===== config.mk =====
export PLATFORM = sky130hd
export DESIGN_NAME = usb_msc_descriptor_scanner_core
export DESIGN_NICKNAME = d
export VERILOG_FILES = /design/src/rtl/usbmsc_pkg.sv /design/src/rtl/usb_msc_descriptor_scanner_core.sv /design/src/rtl/usbmsc_scan.sv
export SDC_FILE = /design/constraint.sdc
export NUM_CORES = 1
export LEC_CHECK = 0
export BUFFER_PORTS_ARGS = -buffer_cell sky130_fd_sc_hd__buf_2
export CAP_MARGIN = 20
export CORE_ASPECT_RATIO = 1.1
export CORE_UTILIZATION = 50
export CTS_CLUSTER_DIAMETER = 80
export DETAILED_ROUTE_END_ITERATION = 12
export PLACE_DENSITY = 0.67
export SYNTH_ARGS = -nofsm -noshare
export SYNTH_HDL_FRONTEND = slang
export SYNTH_SLANG_ARGS = --single-unit

===== constraint.sdc =====
create_clock -name clk_i -period 6.5 [get_ports clk_i]
set_input_delay 1.3 -clock clk_i [delete_from_list [all_inputs] [get_ports clk_i]]
set_output_delay 1.3 -clock clk_i [all_outputs]
set_load 0.05 [all_outputs]

===== src/rtl/usbmsc_pkg.sv =====
// ----------------------------------------------------------------------------
// usbmsc_pkg
// Shared constants and types for the USB mass-storage descriptor scanner.
// ----------------------------------------------------------------------------
package usbmsc_pkg;

  localparam logic [7:0] TypeInterface = 8'h04;
  localparam logic [7:0] TypeEndpoint  = 8'h05;
  localparam logic [1:0] AttrXferMask  = 2'h3;
  localparam logic [1:0] AttrBulk      = 2'h2;
  localparam int unsigned AddrDirBit   = 7;

  localparam logic [7:0] ClassReset    = 8'h08;
  localparam logic [7:0] SubclassReset = 8'h06;
  localparam logic [7:0] ProtocolReset = 8'h50;

  localparam logic [1:0] CfgClass    = 2'd0;
  localparam logic [1:0] CfgSubclass = 2'd1;
  localparam logic [1:0] CfgProtocol = 2'd2;

  localparam logic StatusOk          = 1'b0;
  localparam logic StatusUnsupported = 1'b1;

  typedef struct packed {
    logic       status_code;
    logic       interface_found;
    logic       in_found;
    logic       out_found;
    logic [3:0] in_endpoint;
    logic [3:0] out_endpoint;
    logic [7:0] interface_number;
  } scan_res_t;

endpackage


===== src/rtl/usb_msc_descriptor_scanner_core.sv =====
// ----------------------------------------------------------------------------
// usb_msc_descriptor_scanner_core
// Walks a USB configuration descriptor set byte by byte and reports the
// matching storage interface and its bulk endpoints on the last byte.
// ----------------------------------------------------------------------------
//  channel | handshake            | payload
//  in      | in_valid_i/in_stall_o | data_byte_i, last_byte_i
//  out     | out_valid_o/out_stall_i | status, flags, endpoints, interface
//  cfg     | cfg_we_i             | cfg_index_i, cfg_data_i
//
//  One request per cycle while in_stall_o is low. A byte goes through an input
//  register, then the scan logic updates state and loads the result register.
//  A waiting result that is stalled holds both stages; in_stall_o follows a
//  full input register that cannot advance. Reset clears the scan state and
//  loads the default class 08h, subclass 06h, protocol 50h.
// ----------------------------------------------------------------------------
module usb_msc_descriptor_scanner_core (
  input  logic       clk_i,
  input  logic       rst_ni,
  input  logic       in_valid_i,
  output logic       in_stall_o,
  input  logic [7:0] data_byte_i,
  input  logic       last_byte_i,
  output logic       out_valid_o,
  input  logic       out_stall_i,
  output logic       status_code_o,
  output logic       interface_found_o,
  output logic       in_found_o,
  output logic       out_found_o,
  output logic [3:0] in_endpoint_o,
  output logic [3:0] out_endpoint_o,
  output logic [7:0] interface_number_o,
  input  logic       cfg_we_i,
  input  logic [1:0] cfg_index_i,
  input  logic [7:0] cfg_data_i
);
  import usbmsc_pkg::*;

  logic [7:0] class_q, subclass_q, protocol_q;
  logic       ivalid_q;
  logic [7:0] ibyte_q;
  logic       ilast_q;
  logic       ovalid_q;
  scan_res_t  ores_q;
  scan_res_t  res;
  logic       advance;
  logic       step;

  assign advance    = !(ovalid_q && out_stall_i);
  assign step       = ivalid_q && advance;
  assign in_stall_o = ivalid_q && !advance;

  always_ff @(posedge clk_i or negedge rst_ni) begin
    if (!rst_ni) begin
      class_q    <= ClassReset;
      subclass_q <= SubclassReset;
      protocol_q <= ProtocolReset;
    end else if (cfg_we_i) begin
      unique case (cfg_index_i)
        CfgClass:    class_q    <= cfg_data_i;
        CfgSubclass: subclass_q <= cfg_data_i;
        CfgProtocol: protocol_q <= cfg_data_i;
        default: ;
      endcase
    end
  end

  always_ff @(posedge clk_i or negedge rst_ni) begin
    if (!rst_ni) begin
      ivalid_q <= 1'b0;
    end else if (!in_stall_o) begin
      ivalid_q <= in_valid_i;
    end
  end

  always_ff @(posedge clk_i) begin
    if (in_valid_i && !in_stall_o) begin
      ibyte_q <= data_byte_i;
      ilast_q <= last_byte_i;
    end
  end

  usbmsc_scan u_scan (
    .clk_i           (clk_i),
    .rst_ni          (rst_ni),
    .step_i          (step),
    .data_byte_i     (ibyte_q),
    .last_byte_i     (ilast_q),
    .class_code_i    (class_q),
    .subclass_code_i (subclass_q),
    .protocol_code_i (protocol_q),
    .res_o           (res)
  );

  always_ff @(posedge clk_i or negedge rst_ni) begin
    if (!rst_ni) begin
      ovalid_q <= 1'b0;
    end else if (advance) begin
      ovalid_q <= step && ilast_q;
    end
  end

  always_ff @(posedge clk_i) begin
    if (step && ilast_q) begin
      ores_q <= res;
    end
  end

  assign out_valid_o        = ovalid_q;
  assign status_code_o      = ores_q.status_code;
  assign interface_found_o  = ores_q.interface_found;
  assign in_found_o         = ores_q.in_found;
  assign out_found_o        = ores_q.out_found;
  assign in_endpoint_o      = ores_q.in_endpoint;
  assign out_endpoint_o     = ores_q.out_endpoint;
  assign interface_number_o = ores_q.interface_number;

endmodule


===== src/rtl/usbmsc_scan.sv =====
// ----------------------------------------------------------------------------
// usbmsc_scan
// Descriptor chain walker: per-byte scan state and the summary of one set.
// ----------------------------------------------------------------------------
module usbmsc_scan (
  input  logic                  clk_i,
  input  logic                  rst_ni,
  input  logic                  step_i,
  input  logic [7:0]            data_byte_i,
  input  logic                  last_byte_i,
  input  logic [7:0]            class_code_i,
  input  logic [7:0]            subclass_code_i,
  input  logic [7:0]            protocol_code_i,
  output usbmsc_pkg::scan_res_t res_o
);
  import usbmsc_pkg::*;

  logic [7:0] offset_q, offset_d;
  logic [7:0] length_q, length_d;
  logic [7:0] type_q, type_d;
  logic [7:0] hclass_q, hclass_d;
  logic [7:0] hsub_q, hsub_d;
  logic [7:0] hifnum_q, hifnum_d;
  logic [7:0] hepaddr_q, hepaddr_d;
  logic       match_q, match_d;
  logic       in_q, in_d;
  logic       out_q, out_d;
  logic [3:0] in_ep_q, in_ep_d;
  logic [3:0] out_ep_q, out_ep_d;
  logic [7:0] ifnum_q, ifnum_d;
  logic       stopped_q, stopped_d;
  logic [8:0] off_inc;
  logic [7:0] len_eff;

  always_comb begin
    offset_d  = offset_q;
    length_d  = length_q;
    type_d    = type_q;
    hclass_d  = hclass_q;
    hsub_d    = hsub_q;
    hifnum_d  = hifnum_q;
    hepaddr_d = hepaddr_q;
    match_d   = match_q;
    in_d      = in_q;
    out_d     = out_q;
    in_ep_d   = in_ep_q;
    out_ep_d  = out_ep_q;
    ifnum_d   = ifnum_q;
    stopped_d = stopped_q;
    off_inc   = {1'b0, offset_q} + 9'd1;
    len_eff   = (offset_q == 8'd0) ? data_byte_i : length_q;

    if (!stopped_q) begin
      if (offset_q == 8'd0 && data_byte_i == 8'd0) begin
        stopped_d = 1'b1;
      end else begin
        if (offset_q == 8'd0) begin
          length_d = data_byte_i;
          type_d   = 8'd0;
        end else if (offset_q == 8'd1) begin
          type_d = data_byte_i;
        end else if (type_q == TypeInterface) begin
          if (offset_q == 8'd2) begin
            hifnum_d = data_byte_i;
          end else if (offset_q == 8'd5) begin
            hclass_d = data_byte_i;
          end else if (offset_q == 8'd6) begin
            hsub_d = data_byte_i;
          end else if (offset_q == 8'd7) begin
            if (hclass_q == class_code_i && hsub_q == subclass_code_i &&
                data_byte_i == protocol_code_i) begin
              match_d = 1'b1;
              ifnum_d = hifnum_q;
            end
          end
        end else if (type_q == TypeEndpoint) begin
          if (offset_q == 8'd2) begin
            hepaddr_d = data_byte_i;
          end else if (offset_q == 8'd3 && match_q &&
                       (data_byte_i[1:0] & AttrXferMask) == AttrBulk) begin
            if (hepaddr_q[AddrDirBit]) begin
              in_ep_d = hepaddr_q[3:0];
              in_d    = 1'b1;
            end else begin
              out_ep_d = hepaddr_q[3:0];
              out_d    = 1'b1;
            end
          end
        end
        offset_d = (off_inc >= {1'b0, len_eff}) ? 8'd0 : off_inc[7:0];
      end
    end
  end

  always_comb begin
    res_o.status_code      = (match_d && in_d && out_d) ? StatusOk : StatusUnsupported;
    res_o.interface_found  = match_d;
    res_o.in_found         = in_d;
    res_o.out_found        = out_d;
    res_o.in_endpoint      = in_ep_d;
    res_o.out_endpoint     = out_ep_d;
    res_o.interface_number = ifnum_d;
  end

  always_ff @(posedge clk_i or negedge rst_ni) begin
    if (!rst_ni) begin
      offset_q  <= '0;
      length_q  <= '0;
      type_q    <= '0;
      hclass_q  <= '0;
      hsub_q    <= '0;
      hifnum_q  <= '0;
      hepaddr_q <= '0;
      match_q   <= 1'b0;
      in_q      <= 1'b0;
      out_q     <= 1'b0;
      in_ep_q   <= '0;
      out_ep_q  <= '0;
      ifnum_q   <= '0;
      stopped_q <= 1'b0;
    end else if (step_i) begin
      if (last_byte_i) begin
        offset_q  <= '0;
        length_q  <= '0;
        type_q    <= '0;
        hclass_q  <= '0;
        hsub_q    <= '0;
        hifnum_q  <= '0;
        hepaddr_q <= '0;
        match_q   <= 1'b0;
        in_q      <= 1'b0;
        out_q     <= 1'b0;
        in_ep_q   <= '0;
        out_ep_q  <= '0;
        ifnum_q   <= '0;
        stopped_q <= 1'b0;
      end else begin
        offset_q  <= offset_d;
        length_q  <= length_d;
        type_q    <= type_d;
        hclass_q  <= hclass_d;
        hsub_q    <= hsub_d;
        hifnum_q  <= hifnum_d;
        hepaddr_q <= hepaddr_d;
        match_q   <= match_d;
        in_q      <= in_d;
        out_q     <= out_d;
        in_ep_q   <= in_ep_d;
        out_ep_q  <= out_ep_d;
        ifnum_q   <= ifnum_d;
        stopped_q <= stopped_d;
      end
    end
  end

endmodule


==> key figures <==
Setup path
  • RR Startpoint: u_scan.offset_q[0]$_DFFE_PN0P_
  • Crit start category: register
  • CP required: 6.82 ns
  • Crit Reg-Reg Endpoint: u_scan.offset_q[0]$_DFFE_PN0P_
  • Crit-path max FO: 8
  • Reg2reg setup slack: 2.60 ns
  • Critical path class: register to register
  • Nature of the critical path endpoint: register
  • R2R depth: 11
  • WP data arrival: 4.22 ns

Layout
  • FF/Latch Area: 3350 sq um
  • Footprint of the multi-input gates: 2610 sq um
  • Final Instance Area: 7130 sq um
  • Area Growth Syn to Fin: 15.5%
  • Layout fillers: 939
  • Final core occ: 0.592
  • Antenna diodes: 0
  • Layout cells sized above 1: 0.254
  • Layout Nets: 589

Logic synthesis
  • Synth async-reset ratio: 0.773
  • Yosys reg bits: 128
  • Predominant post-synthesis flop cell: dfrtp_1
  • Post-Synth Simple-Gate Area: 0.130
  • Area contributors post-synth: dfrtp_1 38%, edfxtp_1 14%, mux2_2 6.0%
  • Seq/Total Area, Yosys: 0.544
  • Post-Syn Area: 6170 sq um
  • Largest family of logic cells by synthesized area: simple AND/OR/NAND/NOR gates
  • Area leader, netlist: dfrtp_1
  • Cells after Synth: 512
  • Multiplexer share of the synthesized area: 0.0992
  • Syn Nets: 548
  • EDFF count, synth: 29
  • Yosys warns: 0
  • Per-instance average area after synthesis: 12.1 sq um
  • Synth cell types: 66
  • Post-synth top area share: 0.381
  • Xor-xnor portion of the synthesized cell area: 0.0503
  • Synth Area in Adders: 0.0243
  • Compound-gate portion of the synthesized area: 0.119

Worst hold path
  • WHS Endpoint: u_scan.length_q[5]$_DFFE_PN0P_
  • Worst hold-check path type: register to register
  • WHS Path Cells: 2
  • Hold Path Origin: u_scan.length_q[5]$_DFFE_PN0P_

Global route
  • Pin count of the biggest net entering global routing: 71
  • Total GRT Usage: 0.235
  • Vias in the first global route: 4333
  • First-pass GRT wire length: 22.7 mm
  • Number of antenna violations at the first check in global routing: 0
  • GR Overflow Total: 0

Clock network
  • Hold buffer count at CTS: 0
  • CTS tree: built
  • Root Buffer: clkbuf_16
  • Clk slew on worst S/H paths: 0.06 ns
  • Clk sinks: 128
  • PostCTS Resize Cnt: 0
  • H-tree levels: 4
  • CTS buffer count: 17
  • Skew-Pair Late Insertion Delay: 0.41 ns
  • Clock Tree Buf Depth: 2
  • Postcts setup bufs: 0

Drt
  • DRT met1 WL: 6.17 mm
  • DRC: 0
  • DR pass1 iterations: 5
  • Met2 Wirelength: 6.56 mm
  • Via density: 5.99
  • WL met3: 621 um
  • DR iter-0 viols: 343
  • Avg WL per Cell: 18.9 um
  • Top Layer Used: met4
  • Vias: 4314
  • Routed WL: 13.6 mm
  • Final ANT Viol Nets: 0

Power and ir drop
  • Sequential Power Share: 0.411
  • Clock share of power: 0.407
  • Psw: 0.714 mW
  • Design Power: 2.58 mW
  • Share of power burned in combinational logic: 0.182
  • Switching part of the total: 0.277
  • Internal power: 1.86 mW
  • Leak pwr: 3.02 nW
  • Peak supply drop: 194 uV
  • PwrDens: 361 nW/um^2

Die
  • I/O Pins: 46
  • Chip height: 119 um
  • Die width: 108 um
  • Initial Utilization: 0.513
  • Core Region: 12000 sq um
  • Row Count: 42
  • Die area: 12800 sq um

STA
  • Max_slew headroom: 0.263
  • Slew @ Worst Pin: 1.10 ns
  • Final setup TNS: 0 ns
  • Fmax: 0.256 GHz
  • Min cycle time layout: 3.90 ns
  • Final setup vio count: 0
  • Final hold viol count: 0
  • Count of pins over their slew limit: 0
  • Final Cycle Share: 0.600
  • RSZ-0062 raised after global routing: false
  • Post-route clock skew: 0.00864 ns

Placed design
  • Routability cong.: 0.826
  • Post-detail-place hpwl: 9.19 mm
  • Placed Instance Area: 6470 sq um
  • IO Port Bufs: 45

Flow run
  • Max cap viols: 0

Outcome
  • Outcome: finished clean
registers in the layout, indices dropped and copies added (netlist names), 4 cells and up:
signal,flops
u_scan.in_ep_q,4
u_scan.out_ep_q,4
out_endpoint_o,4
in_endpoint_o,4
u_scan.hclass_q,8
u_scan.hsub_q,8
interface_number_o,8
u_scan.hepaddr_q,5
u_scan.length_q,8
u_scan.type_q,8
protocol_q,8
u_scan.hifnum_q,8
class_q,8
u_scan.ifnum_q,8
subclass_q,8
u_scan.offset_q,8
ibyte_q,8
area by class of cell:
class                           count  share of cell area
Inverter                           19              0.0100
Multi-Input combinational cell    339               0.366
Clock buffer                       19              0.0622
Tap cell                          154              0.0270
Timing Repair Buffer               48              0.0351
Clock inverter                     13              0.0291
Sequential cell                   128               0.471
metal layers:
metal,vias up,GRT usage
met4,0,0.0848
li1,1986,-
met5,-,0
met1,2163,0.324
met3,26,0.0474
met2,139,0.367
synthesized netlist by cell type, types with 4 or more instances:
cell / n
a21oi_1: 5
o311ai_0: 9
o21ai_0: 18
xnor2_2: 5
a32o_1: 4
a22o_1: 20
nand2_1: 54
nor4_1: 7
o211ai_1: 13
o311ai_1: 6
nor2b_1: 4
clkbuf_1: 18
and2_1: 6
mux2_4: 8
dfrtp_1: 94
nor2_1: 7
edfxtp_1: 29
xnor2_1: 21
ha_1: 12
mux2i_1: 12
mux2_2: 33
buf_6: 5
nand4_1: 14
nor3b_1: 4
nand3_1: 26
inv_1: 18
dfstp_2: 5
worst max path at each step:
stage / start / endpoint / slack (ns) / cells past startpoint
6_report: u_scan.offset_q[0]$_DFFE_PN0P_ / u_scan.offset_q[0]$_DFFE_PN0P_ / 2.60 / 11
5_1_grt: u_scan.offset_q[0]$_DFFE_PN0P_ / u_scan.offset_q[0]$_DFFE_PN0P_ / 2.27 / 11
4_1_cts: u_scan.offset_q[0]$_DFFE_PN0P_ / u_scan.offset_q[0]$_DFFE_PN0P_ / 2.69 / 11
3_5_place_dp: out_stall_i / interface_number_o[0]$_DFFE_PP_ / 2.62 / 4
3_3_place_gp: out_stall_i / in_endpoint_o[0]$_DFFE_PP_ / 2.76 / 4
2_1_floorplan: u_scan.offset_q[0]$_DFFE_PN0P_ / u_scan.offset_q[6]$_DFFE_PN0P_ / 3.24 / 11
through the flow:
stage	instances	worst slack, ns	hold slack [ns]
floorplan	512	3.24	0.450
global placement	687	2.76	0.469
detailed placement	688	2.62	0.476
CTS	720	2.69	0.494
global route	720	2.27	0.515
finish	720	2.60	0.492
critical path, cell delays in order, from the launching register on:
cell	delay, ns
dfrtp_1	0.46
inv_1	0.16
ha_1	0.22
nor3b_1	0.26
nand2_1	0.31
mux2_2	0.40
ha_1	0.28
nand2b_1	0.14
a211o_1	0.28
a211oi_1	0.84
nand2_1	0.22
o21ai_0	0.23
logic make-up after synthesis:
kind of cell	Yosys count
and+or+nand+nor	148
AOI/OAI and AO/OA	97
DFF	128
muxes	53
adders and majority gates	12
xor gates and xnor gates	29
buffers and inverters	45
power groups by stage:
stage                     registers, mW  clock network, mW  logic (mW)
after floorplan                    1.09                  0       0.323
after detailed placement           1.07                  0       0.465
after global placement             1.06                  0       0.451
after CTS                          1.06               1.06       0.470
after global routing               1.07               1.09       0.516
final                              1.06               1.05       0.469
cell usage in the layout, fill, tap and decap left out, types with 4 or more instances in the layout:
master	n
dfrtp_1	94
a21oi_1	5
ha_1	12
o211ai_1	13
dfstp_2	5
mux2_2	33
o311ai_1	6
nand4_1	14
nand2_1	54
xnor2_1	21
mux2i_1	12
mux2_4	8
a22o_1	20
edfxtp_1	29
nand3_1	26
nor2b_1	4
inv_1	18
clkbuf_16	17
xnor2_2	5
o311ai_0	9
nor4_1	7
a32o_1	4
buf_4	4
nor3b_1	4
and2_1	6
buf_2	44
nor2_1	7
o21ai_0	18
bufinv_16	5
Power figures use the tool's default switching activity.
